**src/altitude_layer_interpolator_defines.svh**
```systemverilog
// assertion macros for the altitude layer interpolator
`ifndef ALTITUDE_LAYER_INTERPOLATOR_DEFINES_SVH
`define ALTITUDE_LAYER_INTERPOLATOR_DEFINES_SVH

// a condition that must hold at every edge outside reset
`define ALI_ASSERT_ALWAYS(label, clk, rst, cond, msg) \
   label: assert property (@(posedge clk) disable iff (rst) (cond)) else $error(msg);

// an antecedent that forces a consequent in the next cycle
`define ALI_ASSERT_NEXT(label, clk, rst, ante, cons, msg) \
   label: assert property (@(posedge clk) disable iff (rst) (ante) |=> (cons)) else $error(msg);

`endif

```
**src/ali_pkg.sv**
```systemverilog
`timescale 1ns / 1ps
package ali_pkg;

   localparam int MaxLayersDefault    = 16;
   localparam int FractionBitsDefault = 16;

   localparam int AltWidth   = 17;
   localparam int ValueWidth = 16;

   typedef enum logic [1:0] {
      MODE_CLEAR  = 2'd0,
      MODE_INSERT = 2'd1,
      MODE_QUERY  = 2'd2,
      MODE_NONE   = 2'd3
   } mode_type;

   typedef enum logic [1:0] {
      STATUS_OK    = 2'd0,
      STATUS_FULL  = 2'd1,
      STATUS_EMPTY = 2'd2
   } status_type;

   typedef enum logic [3:0] {
      ST_IDLE,
      ST_INS_RD,
      ST_INS_CMP,
      ST_INS_WR,
      ST_Q_RD0,
      ST_Q_SCAN,
      ST_Q_RDHI,
      ST_Q_DIV,
      ST_Q_MUL,
      ST_Q_DONE
   } state_type;

   // one table row
   typedef struct packed {
      logic signed [AltWidth-1:0]   alt;
      logic signed [ValueWidth-1:0] east;
      logic signed [ValueWidth-1:0] north;
      logic signed [ValueWidth-1:0] temp;
   } row_type;

   // memory port command from the sequencer
   typedef struct packed {
      logic we;
      logic re;
   } mem_ctl_type;

endpackage

```
**src/ali_table_ram.sv**
```systemverilog
`timescale 1ns / 1ps
module ali_table_ram #(
   parameter int Depth = 16,
   parameter int AddrWidth = 4
) (
   input  logic                     clock,
   input  ali_pkg::mem_ctl_type     ctl,
   input  logic [AddrWidth-1:0]     wr_addr,
   input  ali_pkg::row_type         wr_data,
   input  logic [AddrWidth-1:0]     rd_addr,
   output ali_pkg::row_type         rd_data
);
   import ali_pkg::*;

   row_type mem [Depth];
   row_type rd_data_ff;

   // one write and one registered read per cycle
   always_ff @(posedge clock) begin
      if (ctl.we) begin
         mem[wr_addr] <= wr_data;
      end
      if (ctl.re) begin
         rd_data_ff <= mem[rd_addr];
      end
   end

   assign rd_data = rd_data_ff;
endmodule

```
**src/ali_divider.sv**
```systemverilog
`timescale 1ns / 1ps
module ali_divider #(
   parameter int FracBits = 16
) (
   input  logic                          clock,
   input  logic                          reset,
   input  logic                          go,
   input  logic [17:0]                   num,
   input  logic [17:0]                   den,
   output logic                          done,
   output logic [FracBits:0]             quot
);
   import ali_pkg::*;

   localparam int QW = FracBits + 1;
   localparam int CW = $clog2(QW + 1);

   logic [18:0]     rem_ff, rem_in;
   logic [QW-1:0]   q_ff, q_in;
   logic [CW-1:0]   cnt_ff, cnt_in;
   logic            run_ff, run_in;
   logic [18:0]     shifted;
   logic [18:0]     trial;

   // restoring divide, one quotient bit per cycle; num <= den so rem starts as num
   // the first step compares num itself, so a fraction of exactly one fits
   always_comb begin
      rem_in = rem_ff;
      q_in   = q_ff;
      cnt_in = cnt_ff;
      run_in = run_ff;
      shifted = (cnt_ff == CW'(FracBits)) ? {1'b0, rem_ff[17:0]} : {rem_ff[17:0], 1'b0};
      trial  = shifted - {1'b0, den};
      if (go) begin
         rem_in = {1'b0, num};
         q_in   = '0;
         cnt_in = CW'(FracBits);
         run_in = 1'b1;
      end else if (run_ff) begin
         if (!trial[18]) begin
            rem_in = trial;
            q_in   = {q_ff[QW-2:0], 1'b1};
         end else begin
            rem_in = shifted;
            q_in   = {q_ff[QW-2:0], 1'b0};
         end
         if (cnt_ff == '0) begin
            run_in = 1'b0;
         end else begin
            cnt_in = cnt_ff - 1'b1;
         end
      end
   end

   always_ff @(posedge clock) begin
      if (reset) begin
         run_ff <= 1'b0;
         cnt_ff <= '0;
      end else begin
         run_ff <= run_in;
         cnt_ff <= cnt_in;
      end
      rem_ff <= rem_in;
      q_ff   <= q_in;
   end

   assign done = run_ff && cnt_ff == '0;
   assign quot = q_in;
endmodule

```
**src/altitude_layer_interpolator.sv**
```systemverilog
`timescale 1ns / 1ps
// channel   | ports                                     | handshake
// request   | req_mode req_altitude req_east_wind ...   | start high, busy low
// response  | rsp_status rsp_east_out ... layer_count   | rsp_valid one cycle
//
// clear, full insert, empty query and unused mode 3 go straight to the result;
// insert reads downward from the top, shifting each higher row up by one, then
// writes the new row; query reads the last row, then the first, scans upward
// to the bracketing pair and, unless the query lies at or beyond an end row,
// runs the serial divide and blends. the memory port does one read, one write a cycle.
// reset is synchronous; it empties the table, memory contents stay.
// busy is high from accept until the result strobe, when the next word may be
// taken; results cannot be stalled.
module altitude_layer_interpolator #(
   parameter int MAX_LAYERS    = ali_pkg::MaxLayersDefault,
   parameter int FRACTION_BITS = ali_pkg::FractionBitsDefault
) (
   input  logic                clock,
   input  logic                reset,
   input  logic                start,
   output logic                busy,
   input  logic [1:0]          req_mode,
   input  logic signed [16:0]  req_altitude,
   input  logic signed [15:0]  req_east_wind,
   input  logic signed [15:0]  req_north_wind,
   input  logic signed [15:0]  req_temp_offset,
   output logic                rsp_valid,
   output logic [1:0]          rsp_status,
   output logic signed [15:0]  rsp_east_out,
   output logic signed [15:0]  rsp_north_out,
   output logic signed [15:0]  rsp_temp_out,
   output logic [4:0]          rsp_layer_count
);
   import ali_pkg::*;
   `include "altitude_layer_interpolator_defines.svh"

   localparam int AW = $clog2(MAX_LAYERS);
   localparam int CW = $clog2(MAX_LAYERS + 1);
   localparam int FB = FRACTION_BITS;

   state_type state_ff, state_in;
   logic [CW-1:0] count_ff, count_in;
   logic [CW-1:0] pos_ff, pos_in;
   row_type req_ff, req_in;
   row_type lo_ff, lo_in;
   logic top_ff, top_in;
   logic rsp_valid_ff, rsp_valid_in;
   logic [1:0] status_ff, status_in;
   logic signed [15:0] e_ff, e_in, n_ff, n_in, t_ff, t_in;

   mem_ctl_type mctl;
   logic [AW-1:0] wr_addr, rd_addr;
   row_type wr_data, rd_data;
   logic div_go, div_done;
   logic [FB:0] quot;
   logic [FB:0] frac_ff, frac_in;
   logic [17:0] num, den;

   ali_table_ram #(.Depth(MAX_LAYERS), .AddrWidth(AW)) u_ram (
      .clock(clock), .ctl(mctl), .wr_addr(wr_addr), .wr_data(wr_data),
      .rd_addr(rd_addr), .rd_data(rd_data));

   assign num = 18'(signed'(req_ff.alt) - signed'(lo_ff.alt));
   assign den = 18'(signed'(rd_data.alt) - signed'(lo_ff.alt));

   ali_divider #(.FracBits(FB)) u_div (
      .clock(clock), .reset(reset), .go(div_go), .num(num), .den(den),
      .done(div_done), .quot(quot));

   // blend of one value: v0 + round(t*(v1-v0))
   function automatic logic signed [15:0] blend(input logic signed [15:0] v0,
                                                input logic signed [15:0] v1,
                                                input logic [FB:0] t);
      logic signed [17:0] d;
      logic signed [FB+19:0] p;
      d = 18'(v1) - 18'(v0);
      p = signed'({1'b0, t}) * d + (FB+20)'(1 <<< (FB-1));
      return 16'(v0 + 16'(p >>> FB));
   endfunction

   // sequencer
   always_comb begin
      state_in = state_ff;
      count_in = count_ff;
      pos_in   = pos_ff;
      req_in   = req_ff;
      lo_in    = lo_ff;
      top_in   = top_ff;
      frac_in  = frac_ff;
      rsp_valid_in = 1'b0;
      status_in = status_ff;
      e_in = e_ff; n_in = n_ff; t_in = t_ff;
      mctl = '0;
      wr_addr = '0; rd_addr = '0;
      wr_data = req_ff;
      div_go = 1'b0;
      unique case (state_ff)
         ST_IDLE: begin
            if (start) begin
               req_in = '{req_altitude, req_east_wind, req_north_wind, req_temp_offset};
               status_in = STATUS_OK;
               e_in = '0; n_in = '0; t_in = '0;
               unique case (mode_type'(req_mode))
                  MODE_CLEAR: begin
                     count_in = '0;
                     state_in = ST_Q_DONE;
                  end
                  MODE_INSERT: begin
                     if (count_ff >= CW'(MAX_LAYERS)) begin
                        status_in = STATUS_FULL;
                        state_in = ST_Q_DONE;
                     end else begin
                        pos_in = count_ff;
                        state_in = ST_INS_RD;
                     end
                  end
                  MODE_QUERY: begin
                     if (count_ff == '0) begin
                        status_in = STATUS_EMPTY;
                        state_in = ST_Q_DONE;
                     end else begin
                        pos_in = '0;
                        state_in = ST_Q_RDHI;
                     end
                  end
                  default: state_in = ST_Q_DONE;
               endcase
            end
         end
         ST_INS_RD: begin
            if (pos_ff == '0) begin
               state_in = ST_INS_WR;
            end else begin
               mctl.re = 1'b1;
               rd_addr = AW'(pos_ff - 1'b1);
               state_in = ST_INS_CMP;
            end
         end
         ST_INS_CMP: begin
            if (signed'(rd_data.alt) > signed'(req_ff.alt)) begin
               mctl.we = 1'b1;
               wr_addr = AW'(pos_ff);
               wr_data = rd_data;
               pos_in = pos_ff - 1'b1;
               state_in = ST_INS_RD;
            end else begin
               state_in = ST_INS_WR;
            end
         end
         ST_INS_WR: begin
            mctl.we = 1'b1;
            wr_addr = AW'(pos_ff);
            count_in = count_ff + 1'b1;
            state_in = ST_Q_DONE;
         end
         // fetch the last row first
         ST_Q_RDHI: begin
            mctl.re = 1'b1;
            rd_addr = AW'(count_ff - 1'b1);
            state_in = ST_Q_RD0;
         end
         // last row is loaded as the result; it stands when the query lies at or above it and above the first row
         ST_Q_RD0: begin
            top_in = signed'(req_ff.alt) >= signed'(rd_data.alt);
            e_in = rd_data.east; n_in = rd_data.north; t_in = rd_data.temp;
            mctl.re = 1'b1;
            rd_addr = '0;
            state_in = ST_Q_SCAN;
         end
         // scan: pos is the row now in rd_data, read in the previous cycle
         ST_Q_SCAN: begin
            if (pos_ff == '0 && (count_ff == CW'(1) ||
                signed'(req_ff.alt) <= signed'(rd_data.alt))) begin
               e_in = rd_data.east; n_in = rd_data.north; t_in = rd_data.temp;
               state_in = ST_Q_DONE;
            end else if (top_ff) begin
               state_in = ST_Q_DONE;
            end else if (pos_ff == count_ff - 1'b1) begin
               if (signed'(req_ff.alt) >= signed'(rd_data.alt)) begin
                  e_in = rd_data.east; n_in = rd_data.north; t_in = rd_data.temp;
                  state_in = ST_Q_DONE;
               end else begin
                  state_in = ST_Q_DIV;
                  div_go = 1'b1;
               end
            end else if (pos_ff != '0 &&
                         signed'(req_ff.alt) <= signed'(rd_data.alt)) begin
               state_in = ST_Q_DIV;
               div_go = 1'b1;
            end else begin
               lo_in = rd_data;
               pos_in = pos_ff + 1'b1;
               mctl.re = 1'b1;
               rd_addr = AW'(pos_ff + 1'b1);
            end
         end
         ST_Q_DIV: begin
            if (div_done) begin
               frac_in = quot;
               state_in = ST_Q_MUL;
            end
         end
         ST_Q_MUL: begin
            e_in = blend(lo_ff.east, rd_data.east, frac_ff);
            n_in = blend(lo_ff.north, rd_data.north, frac_ff);
            t_in = blend(lo_ff.temp, rd_data.temp, frac_ff);
            state_in = ST_Q_DONE;
         end
         ST_Q_DONE: begin
            rsp_valid_in = 1'b1;
            state_in = ST_IDLE;
         end
         default: state_in = ST_IDLE;
      endcase
   end

   always_ff @(posedge clock) begin
      if (reset) begin
         state_ff <= ST_IDLE;
         count_ff <= '0;
         rsp_valid_ff <= 1'b0;
      end else begin
         state_ff <= state_in;
         count_ff <= count_in;
         rsp_valid_ff <= rsp_valid_in;
      end
      pos_ff <= pos_in;
      req_ff <= req_in;
      lo_ff <= lo_in;
      top_ff <= top_in;
      frac_ff <= frac_in;
      status_ff <= status_in;
      e_ff <= e_in; n_ff <= n_in; t_ff <= t_in;
   end

   assign busy = state_ff != ST_IDLE;
   assign rsp_valid = rsp_valid_ff;
   assign rsp_status = status_ff;
   assign rsp_east_out = e_ff;
   assign rsp_north_out = n_ff;
   assign rsp_temp_out = t_ff;
   assign rsp_layer_count = 5'(count_ff);

   `ALI_ASSERT_ALWAYS(a_count_range, clock, reset, count_ff <= CW'(MAX_LAYERS), "count over depth")
   `ALI_ASSERT_ALWAYS(a_rsp_when_idle, clock, reset, !rsp_valid || !busy, "busy during result")
   `ALI_ASSERT_NEXT(a_accept_busy, clock, reset, start && !busy, busy, "idle after accept")
   `ALI_ASSERT_ALWAYS(a_no_write_query, clock, reset, !(mctl.we && state_ff == ST_Q_SCAN), "write during query")
endmodule
```
**config.mk**
```make
export PLATFORM = sky130hd
export DESIGN_NAME = altitude_layer_interpolator
export DESIGN_NICKNAME = d
export VERILOG_FILES = /design/src/ali_pkg.sv /design/src/ali_table_ram.sv /design/src/ali_divider.sv /design/src/altitude_layer_interpolator.sv
export VERILOG_INCLUDE_DIRS = /design/src /design/src/src
export SDC_FILE = /design/constraint.sdc
export NUM_CORES = 2
export LEC_CHECK = 0
export ABC_CLOCK_PERIOD_IN_PS = 9900
export BUFFER_PORTS_ARGS = -buffer_cell sky130_fd_sc_hd__buf_4
export CORE_MARGIN = 2
export CORE_UTILIZATION = 29
export CTS_BUF_LIST = sky130_fd_sc_hd__clkbuf_8
export DETAILED_ROUTE_END_ITERATION = 12
export PLACE_DENSITY_LB_ADDON = 0.15
export SYNTH_ARGS = -nofsm -noshare
export SYNTH_HDL_FRONTEND = slang
export SYNTH_SLANG_ARGS = --single-unit
```
**constraint.sdc**
```tcl
create_clock -name clock -period 9.9 [get_ports clock]
set_input_delay 0.99 -clock clock [delete_from_list [all_inputs] [get_ports clock]]
set_output_delay 0.99 -clock clock [all_outputs]
set_load 0.05 [all_outputs]
```
==> summary.txt <==
Run status
  • Status: complete, but fails checks
  • Failing checks: setup timing

Clock network
  • Total CTS buffers: 233
  • # hold bufs at CTS: 0
  • Clock slew at reported path FFs: 0.07 ns
  • CTS sink count: 1359
  • CTS tree: done
  • CTS Root Cell: clkbuf_8
  • Clk_lat worst skew: 0.98 ns
  • Max clock buf depth: 4
  • H-Tree Depth: 4

Placed design
  • Buffers on Ports: 126
  • Dpl hpwl: 167000 µm
  • Placed Area: 97300 µm²
  • Placer Congestion: 0.816

Floorplan
  • DIE AREA: 309000 µm²
  • Core area: 303000 µm²
  • Die Width: 555 µm
  • Die H: 555 µm
  • Row count: 202
  • I/O pin cnt: 127
  • Initial Utilization: 29.1%

Yosys
  • Warnings from Yosys: 0
  • Main combinational cell family by area after synthesis: adder cells
  • Xor and xnor area share after synthesis: 1.88%
  • Synthesized area per cell: 12.5 µm²
  • Largest cells by area after synthesis: edfxtp_1 45%, fa_1 15%, mux2i_1 11%
  • Synth Area in Compound Gates: 3.70%
  • Mapped Cells: 7040
  • Mapped Area: 88200 µm²
  • Synth top cells by count: 1326 x edfxtp_1, 1046 x inv_1, 1011 x mux2i_1
  • Seq/Total Area, Yosys: 45.9%
  • Syn_nets: 8282
  • Netlist cell types: 85
  • Register bit total from synthesis: 1359
  • Post-synthesis adder-cell area fraction: 22.4%
  • Post-Synth Simple-Gate Area: 7.61%
  • Asr flop ratio synth: 0%
  • Main synth FF type: edfxtp_1
  • Mux cell area share after synthesis: 12.2%
  • Top-area cell type share of the netlist area: 45.1%
  • Count leader, synth: edfxtp_1
  • Number of enable flip-flop cells after synthesis: 1326
  • Post-synth top area cell: edfxtp_1

Timing
  • Hold Vio Cnt, Final: 0
  • Pins Over Slew Limit: 0
  • Clock skew: 0.125 ns
  • Worst-Margin Slew: 1.35 ns
  • Period minus WS final: 10.00 ns
  • Final setup violation count: 1
  • Slew headroom: 9.67%
  • Crit share post-route: 101%
  • FMAX: 100 MHz
  • Worst Setup Slack, final: -0.105 ns
  • Sum of negative setup slack: -0.105 ns
  • RSZ-0062 raised after global routing: yes

Min path
  • Worst Hold Class: primary input to flip-flop

Worst setup path
  • Setup Crit Path Kind: flip-flop to flip-flop
  • Crit-path leading delay family: adder cells
  • CP max stage cell: fa_1
  • Data required time of the critical path: 10.60 ns
  • CP Buf/Inv Count: 7
  • Critical Path AT: 10.71 ns
  • CP startpoint kind: flip-flop
  • CP Capture Type: flip-flop
  • Largest stage delay, worst path: 0.55 ns
  • Cell mode on critical path: fa_1
  • Worst-path fanout max: 4

Global route
  • Largest net degree at the start of global routing: 101
  • Congestion Overflow GR: 0
  • GRT Util Overall: 16.0%
  • Vias in the first global route: 57858
  • Global-route wire length before repair: 371000 µm
  • Initial antenna violation count: 14

Drt
  • Via-per-instance ratio: 4.53
  • ANT nets after route: 0
  • Initial DRC count: 2709
  • WL/cell: 20.9 µm
  • Drt total wl: 249000 µm
  • DR DRC count: 0
  • 1st-pass router iterations: 7
  • Via Count: 53788

Cells and area
  • Final Net Count: 8948
  • Fillers: 29993
  • Area delta synth->final: 17.3%
  • Fin area: 103000 µm²
  • Layout cells sized above 1: 17.2%

Power
  • Power per cell area: 323 nW/µm²
  • Static leakage: 47.3 nW
  • Peak VDD IR: 0.732 mV

Run
  • Max-Cap Viols: 0
cells by family (layout without fill, tap and decap cells):
family | after synthesis | count (layout)
AND/OR/NAND/NOR | 1395 | 1395
flip-flops | 1359 | 1359
buffers and inverters | 1342 | 2196
adder cells (fa/ha/maj) | 1172 | 1172
multiplexers | 1071 | 1071
AO/OA/AOI/OAI | 514 | 514
XOR/XNOR | 187 | 187
other | 0 | 3
cell type report:
cell class	count	area (µm²)	area share, %
Multi-Input combinational cell	4339	43500	42.1
Sequential cell	1359	40500	39.1
Timing Repair Buffer	725	6000	5.80
Tap cell	3978	4980	4.81
Inverter	1048	3940	3.81
Clock buffer	239	3290	3.18
Clock inverter	184	1190	1.15
Antenna cell	3	7.51	0.00726
final timing paths:
check	start	endpoint	slack (ns)	depth (start not counted)
worst max-delay path	lo_ff[1]	rsp_temp_out[15]	-0.10	44
worst min-delay path	req_altitude[9]	req_ff[57]	0.19	1
worst max register to register	lo_ff[1]	rsp_temp_out[15]	-0.10	44
worst min register to register	u_ram.rd_data[54]	lo_ff[54]	0.47	0
state kept, by name (all words and copies together), names as in the netlist, 17 cells and up:
name           cells
lo_ff             65
u_ram.mem       1040
u_div.rem_ff      18
frac_ff           17
u_ram.rd_data     65
u_div.q_ff        17
req_ff            65
worst register-to-register path, delay by kind of cell (launching register included):
family / cells / cell delay [ns]
AO/OA/AOI/OAI: 16 / 3.52
buffers and inverters: 7 / 0.58
AND/OR/NAND/NOR: 8 / 0.88
XOR/XNOR: 4 / 0.70
adder cells (fa/ha/maj): 9 / 3.71
flip-flops: 1 / 0.39
routing by layer:
metal,track usage (%),part of all wire [%],vias up
met5,0,0.0064,-
li1,-,-,25187
met1,20.8,45,27374
met4,4.83,2.9,2
met3,1.68,3.0,352
met2,27.9,49,873
power breakdown:
part	leakage, nW	internal (W)	switching, W
registers	12.3	0.00696	0.000220
logic	32.5	0.0100	0.0112
clock network	2.54	0.00263	0.00237
through the flow:
step	worst slack, ns	util [%]	hold WS (ns)	std cells	total power (W)
after global routing	-0.495	34.2	0.116	11874	0.0361
after global placement	-0.783	32.1	0.479	11391	0.0259
after detailed placement	-0.781	32.1	0.487	11391	0.0259
after CTS	-0.126	33.8	0.0703	11837	0.0316
after floorplan	0.0388	-	0.450	7040	0.0181
final	-0.105	34.2	0.185	11875	0.0334
what timing repair did:
action                                  in CTS  in global routing
endpoints found under the setup margin      20                 23
buffers inserted                            24                 42
gates resized for setup                     83                214
pin swaps                                   67                156
endpoints found under the hold margin        0                  0
cells in the final DEF (no fill, tap or decap), types with 41 or more instances in the layout:
master	n
a21o_1	51
a21oi_1	92
and2_1	249
buf_4	666
clkbuf_8	239
clkinv_1	54
edfxtp_1	1326
fa_1	666
ha_1	460
inv_1	1093
mux2_2	59
mux2i_1	1011
nand2_1	618
nand2b_1	60
nand3_1	41
nor2_1	128
nor2b_1	121
nor3_1	41
o21ai_0	107
xnor2_1	104
xor2_1	57
No activity file was read; power rests on OpenSTA's default activity.
